[src/mexp_pkg.sv]
// Package with a shared type of the modular exponentiation block.
package mexp_pkg;

    // Commands from the sequencer to the modular multiplier.
    typedef struct packed {
        logic start;
        logic square;
    } mul_cmd_t;

endpackage

[src/mexp_mulmod.sv]
// Bit-serial modular multiplier (double-and-add) and serial base reducer.
module mexp_mulmod #(
    parameter int W = 64
) (
    input  logic                clk,
    input  logic                rst_n,
    input  mexp_pkg::mul_cmd_t  cmd,
    input  logic                reduce_start,
    input  logic [W-1:0]        a_in,
    input  logic [W-1:0]        b_in,
    input  logic [W-1:0]        m_in,
    output logic [W-1:0]        result,
    output logic                done
);
    import mexp_pkg::*;

    localparam int CW = $clog2(W + 1);

    logic [W-1:0]  acc_reg, acc_next;
    logic [W-1:0]  a_reg, a_next;
    logic [CW-1:0] cnt_reg, cnt_next;
    logic          busy_reg, busy_next;
    logic          red_reg, red_next;
    logic          done_reg, done_next;

    logic [W:0]    dbl;
    logic [W:0]    dbl_red;
    logic [W-1:0]  dacc;
    logic [W:0]    sum;
    logic [W-1:0]  step_acc;

    // Double the accumulator, or in reduce mode shift in the next bit of a.
    always_comb
    begin
        dbl      = {acc_reg, (red_reg ? a_reg[W-1] : 1'b0)};
        dbl_red  = (dbl >= {1'b0, m_in}) ? dbl - {1'b0, m_in} : dbl;
        dacc     = dbl_red[W-1:0];
        sum      = {1'b0, dacc} + {1'b0, b_in};
        if (!red_reg && a_reg[W-1])
        begin
            step_acc = (sum >= {1'b0, m_in}) ? W'(sum - {1'b0, m_in}) : sum[W-1:0];
        end
        else
        begin
            step_acc = dacc;
        end
    end

    always_comb
    begin
        acc_next  = acc_reg;
        a_next    = a_reg;
        cnt_next  = cnt_reg;
        busy_next = busy_reg;
        red_next  = red_reg;
        done_next = 1'b0;
        if (cmd.start || reduce_start)
        begin
            acc_next  = '0;
            a_next    = a_in;
            cnt_next  = CW'(W);
            busy_next = 1'b1;
            red_next  = reduce_start;
        end
        else if (busy_reg)
        begin
            acc_next = step_acc;
            a_next   = {a_reg[W-2:0], 1'b0};
            cnt_next = cnt_reg - 1'b1;
            if (cnt_reg == CW'(1))
            begin
                busy_next = 1'b0;
                done_next = 1'b1;
            end
        end
    end

    always_ff @(posedge clk or negedge rst_n)
    begin
        if (!rst_n)
        begin
            busy_reg <= 1'b0;
            done_reg <= 1'b0;
            cnt_reg  <= '0;
            red_reg  <= 1'b0;
        end
        else
        begin
            busy_reg <= busy_next;
            done_reg <= done_next;
            cnt_reg  <= cnt_next;
            red_reg  <= red_next;
        end
    end

    always_ff @(posedge clk)
    begin
        acc_reg <= acc_next;
        a_reg   <= a_next;
    end

    assign result = acc_reg;
    assign done   = done_reg;

    a_done_after_busy: assert property (@(posedge clk) disable iff (!rst_n)
        done_reg |-> !busy_reg)
        else $error("done while still busy");
    a_cnt_range: assert property (@(posedge clk) disable iff (!rst_n)
        busy_reg |-> (cnt_reg != '0))
        else $error("busy with zero count");
    a_done_from_last: assert property (@(posedge clk) disable iff (!rst_n)
        done_reg |-> $past(busy_reg) && ($past(cnt_reg) == CW'(1)))
        else $error("done not from last step");

endmodule

[src/modular_exponentiation.sv]
// Top level: right-to-left square-and-multiply sequencer around a serial multiplier.
//
//  channel | signals                                              | direction
//  in      | in_valid, in_stall, base/exponent/modulus_value      | request in
//  out     | out_valid, out_stall, power_result, zero_modulus_error | result out
//
// An item first runs the base reduction, then per exponent bit a square
// plus a multiply when the bit is set, all on the bit-serial multiplier.
// Moduli of zero and one skip the multiplier. Reset clears the sequencer.
// in_stall is high while an item is in work or its result waits; the result
// holds on the ports while out_stall is high.
module modular_exponentiation #(
    parameter int OPERAND_WIDTH = 64
) (
    input  logic        clk,
    input  logic        rst_n,
    input  logic        in_valid,
    output logic        in_stall,
    input  logic [63:0] base_value,
    input  logic [63:0] exponent_value,
    input  logic [63:0] modulus_value,
    output logic        out_valid,
    input  logic        out_stall,
    output logic [63:0] power_result,
    output logic        zero_modulus_error
);
    import mexp_pkg::*;

    localparam int W  = OPERAND_WIDTH;
    localparam int CW = $clog2(W + 1);

    localparam logic [2:0] S_IDLE   = 3'd0;
    localparam logic [2:0] S_REDUCE = 3'd1;
    localparam logic [2:0] S_MUL    = 3'd2;
    localparam logic [2:0] S_SQR    = 3'd3;
    localparam logic [2:0] S_WAIT   = 3'd4;
    localparam logic [2:0] S_OUT    = 3'd5;

    logic [2:0]    state_reg, state_next;
    logic [W-1:0]  base_reg, base_next;
    logic [W-1:0]  exp_reg, exp_next;
    logic [W-1:0]  mod_reg, mod_next;
    logic [W-1:0]  acc_reg, acc_next;
    logic [CW-1:0] bit_reg, bit_next;
    logic          err_reg, err_next;
    logic          started_reg, started_next;

    mul_cmd_t      cmd;
    logic          reduce_start;
    logic [W-1:0]  mul_a, mul_b, mul_res;
    logic          mul_done;
    logic          accept;

    assign accept   = in_valid && !in_stall;
    assign in_stall = (state_reg != S_IDLE);

    // The reducer shifts a through the multiplier with b unused.
    assign mul_a = (state_reg == S_REDUCE) ? base_reg :
                   (state_reg == S_MUL) ? acc_reg : base_reg;
    assign mul_b = base_reg;

    mexp_mulmod #(.W(W)) u_mul (
        .clk          (clk),
        .rst_n        (rst_n),
        .cmd          (cmd),
        .reduce_start (reduce_start),
        .a_in         (mul_a),
        .b_in         (mul_b),
        .m_in         (mod_reg),
        .result       (mul_res),
        .done         (mul_done)
    );

    always_comb
    begin
        state_next   = state_reg;
        base_next    = base_reg;
        exp_next     = exp_reg;
        mod_next     = mod_reg;
        acc_next     = acc_reg;
        bit_next     = bit_reg;
        err_next     = err_reg;
        started_next = 1'b0;
        cmd.start    = 1'b0;
        cmd.square   = 1'b0;
        reduce_start = 1'b0;
        case (state_reg)
            S_IDLE:
            begin
                if (accept)
                begin
                    base_next = base_value[W-1:0];
                    exp_next  = exponent_value[W-1:0];
                    mod_next  = modulus_value[W-1:0];
                    acc_next  = W'(1);
                    bit_next  = CW'(W);
                    err_next  = (modulus_value[W-1:0] == '0);
                    if (modulus_value[W-1:0] <= W'(1))
                    begin
                        acc_next   = '0;
                        state_next = S_OUT;
                    end
                    else
                    begin
                        started_next = 1'b1;
                        state_next   = S_REDUCE;
                    end
                end
            end
            S_REDUCE:
            begin
                reduce_start = started_reg;
                if (mul_done)
                begin
                    base_next    = mul_res;
                    started_next = 1'b1;
                    state_next   = exp_reg[0] ? S_MUL : S_SQR;
                end
            end
            S_MUL:
            begin
                cmd.start = started_reg;
                if (mul_done)
                begin
                    acc_next     = mul_res;
                    started_next = 1'b1;
                    state_next   = S_SQR;
                end
            end
            S_SQR:
            begin
                cmd.start  = started_reg;
                cmd.square = 1'b1;
                if (mul_done)
                begin
                    base_next = mul_res;
                    exp_next  = {1'b0, exp_reg[W-1:1]};
                    bit_next  = bit_reg - 1'b1;
                    if (bit_reg == CW'(1))
                    begin
                        state_next = S_OUT;
                    end
                    else
                    begin
                        started_next = 1'b1;
                        state_next   = exp_reg[1] ? S_MUL : S_SQR;
                    end
                end
            end
            S_OUT:
            begin
                if (!out_stall)
                begin
                    state_next = S_IDLE;
                end
            end
            default:
            begin
                state_next = S_IDLE;
            end
        endcase
    end

    always_ff @(posedge clk or negedge rst_n)
    begin
        if (!rst_n)
        begin
            state_reg   <= S_IDLE;
            started_reg <= 1'b0;
        end
        else
        begin
            state_reg   <= state_next;
            started_reg <= started_next;
        end
    end

    always_ff @(posedge clk)
    begin
        base_reg <= base_next;
        exp_reg  <= exp_next;
        mod_reg  <= mod_next;
        acc_reg  <= acc_next;
        bit_reg  <= bit_next;
        err_reg  <= err_next;
    end

    assign out_valid          = (state_reg == S_OUT);
    assign power_result       = 64'(acc_reg);
    assign zero_modulus_error = err_reg;

    a_no_accept_busy: assert property (@(posedge clk) disable iff (!rst_n)
        (state_reg != S_IDLE) |-> in_stall)
        else $error("ready while busy");
    a_out_holds: assert property (@(posedge clk) disable iff (!rst_n)
        (out_valid && out_stall) |=> out_valid && $stable(power_result))
        else $error("stalled result changed");
    a_err_zero: assert property (@(posedge clk) disable iff (!rst_n)
        (out_valid && zero_modulus_error) |-> (power_result == 64'd0))
        else $error("error with nonzero result");

endmodule
[config.mk]
export PLATFORM = sky130hd
export DESIGN_NAME = modular_exponentiation
export DESIGN_NICKNAME = d
export VERILOG_FILES = /design/src/mexp_pkg.sv /design/src/mexp_mulmod.sv /design/src/modular_exponentiation.sv
export SDC_FILE = /design/constraint.sdc
export NUM_CORES = 1
export LEC_CHECK = 0
export ABC_CLOCK_PERIOD_IN_PS = 17400
export BUFFER_PORTS_ARGS = -buffer_cell sky130_fd_sc_hd__buf_2
export CORE_MARGIN = 4
export CORE_UTILIZATION = 52
export DETAILED_ROUTE_END_ITERATION = 10
export PLACE_DENSITY = 0.75
export SLEW_MARGIN = 10
export SYNTH_ARGS = -nofsm -noshare
export SYNTH_HDL_FRONTEND = slang
export SYNTH_SLANG_ARGS = --single-unit
[constraint.sdc]
create_clock -name clk -period 17.4 [get_ports clk]
set_input_delay 0 -clock clk [delete_from_list [all_inputs] [get_ports clk]]
set_output_delay 0 -clock clk [all_outputs]
set_load 0.02 [all_outputs]
==> reports/qor.txt <==
Area Growth Syn to Fin = 17.8%
gr usage total = 33.8%
max-slew violations = 0
setup violators final = 0
Crit Path Max Fanout = 38
achievable frequency = 85.7 MHz
commonest cells in the netlist = nand2_1, edfxtp_1, nor2_1
critical path type = flop to flop
YS warnings = 0
count leader, synth = nand2_1
CP max stage cell = nor3_1
Cell Rows = 87
first-pass GRT wire length = 166000 um
nets = 4161
via count = 29100
initial core utilization = 52.9%
die width = 248 um
drt pass-1 iters = 6
Via density = 6.38
PortBufs = 262
max-cap violations = 0
Crit. End Element = flop
status = complete, no violations
grt ovf = 0
GPL Wtd Cong = 1.04
mean post-synth cell area = 8.74 um^2
final core occ = 62.3%
IO Pins = 263
Period Utilization, post-route = 67.1%
drt wl/cell = 23.9 um
Netlist Area Pre-Place = 30100 um^2
Synth cell types = 92
setup TNS = 0 ps
Gate Count Post-Synth = 3437
die area = 61700 um^2
later-pin clock latency in the skew report = 610 ps
WP data required = 17890 ps
crit-path max cell delay = 1090 ps
fillers = 4843
Tightest Pin Transition = 1310 ps
Top FF cell, synth = edfxtp_1
Synth area leader = edfxtp_1
antenna violations before repair = 5
hold violation total from the final report = 0
worst hold slack = 134 ps
DR iter-0 viols = 3056
CTS Buf Count = 47
synth top area cells = edfxtp_1, ha_1, nand2_1, dfxtp_1, a21oi_1
Longest Clk Path Bufs = 3
post-synth top area share = 32.8%
total setup buffers inserted after CTS = 0
Slew headroom = 11.9%
RSZ-0062 raised after global routing = false
Arr. time, crit path = 12160 ps
startpoint types = flop
syn_nets = 3832
vias in the first global route = 27700
Clock Skew = 15.1 ps
fin crit period = 11670 ps
post-CTS sizing = 0
largest net degree at the start of global routing = 76
layout cells sized above 1 = 13.6%
DP HPWL = 79500 um
CTS tree = yes
sequential share of the synthesized area = 38.2%
Hold WC Path Type = input port to flop
Reg clk slew, reported paths = 60 ps
Routed Antenna Nets = 0
core area = 56800 um^2
Async SR Flop Fraction = 3.45%
drt total wl = 109000 um
die height = 248 um
CTS sink cnt = 406
number of flops mapped to enable cells by yosys = 328
Synth Register Bits = 406
# H-tree levels = 2
DRC errors left = 0
Root Buffer = clkbuf_16
## area by class of cell
cell class	instances	area, um^2	share of cell area (%)
Clock inverter	27	370	1.05
Inverter	143	537	1.52
Multi-Input combinational cell	2681	17300	48.8
Sequential cell	406	11500	32.4
Timing Repair Buffer	487	3490	9.86
Antenna cell	3	7.51	0.0212
Tap cell	756	946	2.67
Clock buffer	60	1290	3.63
## what timing repair did
action | 4_1_cts | 5_1_grt
hold buffers | 197 | 0
endpoints found under the setup margin | 0 | 0
endpoints found under the hold margin | 210 | 0
## final timing paths
path | from | to | slack, ps | depth (start not counted)
min in group asynchronous | rst_n | u_mul.cnt_reg[0] | 580 | 3
max in group asynchronous | rst_n | state_reg[1] | 16330 | 3
worst max-delay path | u_mul.result[3] | u_mul.result[55] | 5730 | 31
worst min-delay path | modulus_value[52] | mod_reg[52] | 130 | 2
worst min register to register | exp_reg[22] | exp_reg[21] | 510 | 2
worst max register to register | u_mul.result[3] | u_mul.result[55] | 5730 | 31
## per-stage QoR
stage	cell area, um^2	std cells	worst slack, ps
5_1_grt	35400	4561	5370
6_report	35400	4563	5730
4_1_cts	35400	4560	6180
2_1_floorplan	30100	3437	9420
3_5_place_dp	31800	4276	6230
3_3_place_gp	31800	4276	6380
## critical path, delay by kind of cell (launching register included)
family | cells | cell delay (ps)
AO/OA/AOI/OAI | 15 | 4550
AND/OR/NAND/NOR | 8 | 3490
adder cells (fa/ha/maj) | 3 | 1200
buffers and inverters | 2 | 970
multiplexers | 2 | 780
flip-flops | 1 | 380
XOR/XNOR | 1 | 120
## per-layer routing
layer / wire length, um / track usage, % / vias up
li1: - / - / 13300
met1: 45000 / 46.7 / 13800
met2: 47900 / 52.8 / 1716
met3: 12200 / 7.96 / 264
met4: 4160 / 10.8 / 2
met5: 18 / 0 / -
## layout by cell type, fill, tap and decap left out, types with 43 or more instances in the layout
master         count
nand2_1          535
edfxtp_1         328
nor2_1           282
buf_2            262
a21oi_1          242
dlygate4sd3_1    197
ha_1             196
o21ai_0          145
inv_1            141
xnor2_1          120
a21o_1           112
a31oi_1           96
mux2_2            94
and3_1            92
nand3_1           85
nand4_1           67
xor2_1            64
dfxtp_1           64
a211oi_1          63
clkbuf_16         48
o21bai_1          43
## cells by family (layout without fill, tap and decap cells)
group / after synthesis / count (layout) / synth area share, %
AND/OR/NAND/NOR: 1236 / 1236 / 18.6
AO/OA/AOI/OAI: 952 / 952 / 20.9
flip-flops: 406 / 406 / 38.2
buffers and inverters: 350 / 717 / 4.55
adder cells (fa/ha/maj): 199 / 199 / 8.36
XOR/XNOR: 184 / 184 / 5.36
multiplexers: 110 / 110 / 4.08
other: 0 / 3 / 0
Power is left out: the tool's default activity adds up to more than one toggle a clock period on the data nets, which glitch-free logic cannot reach.
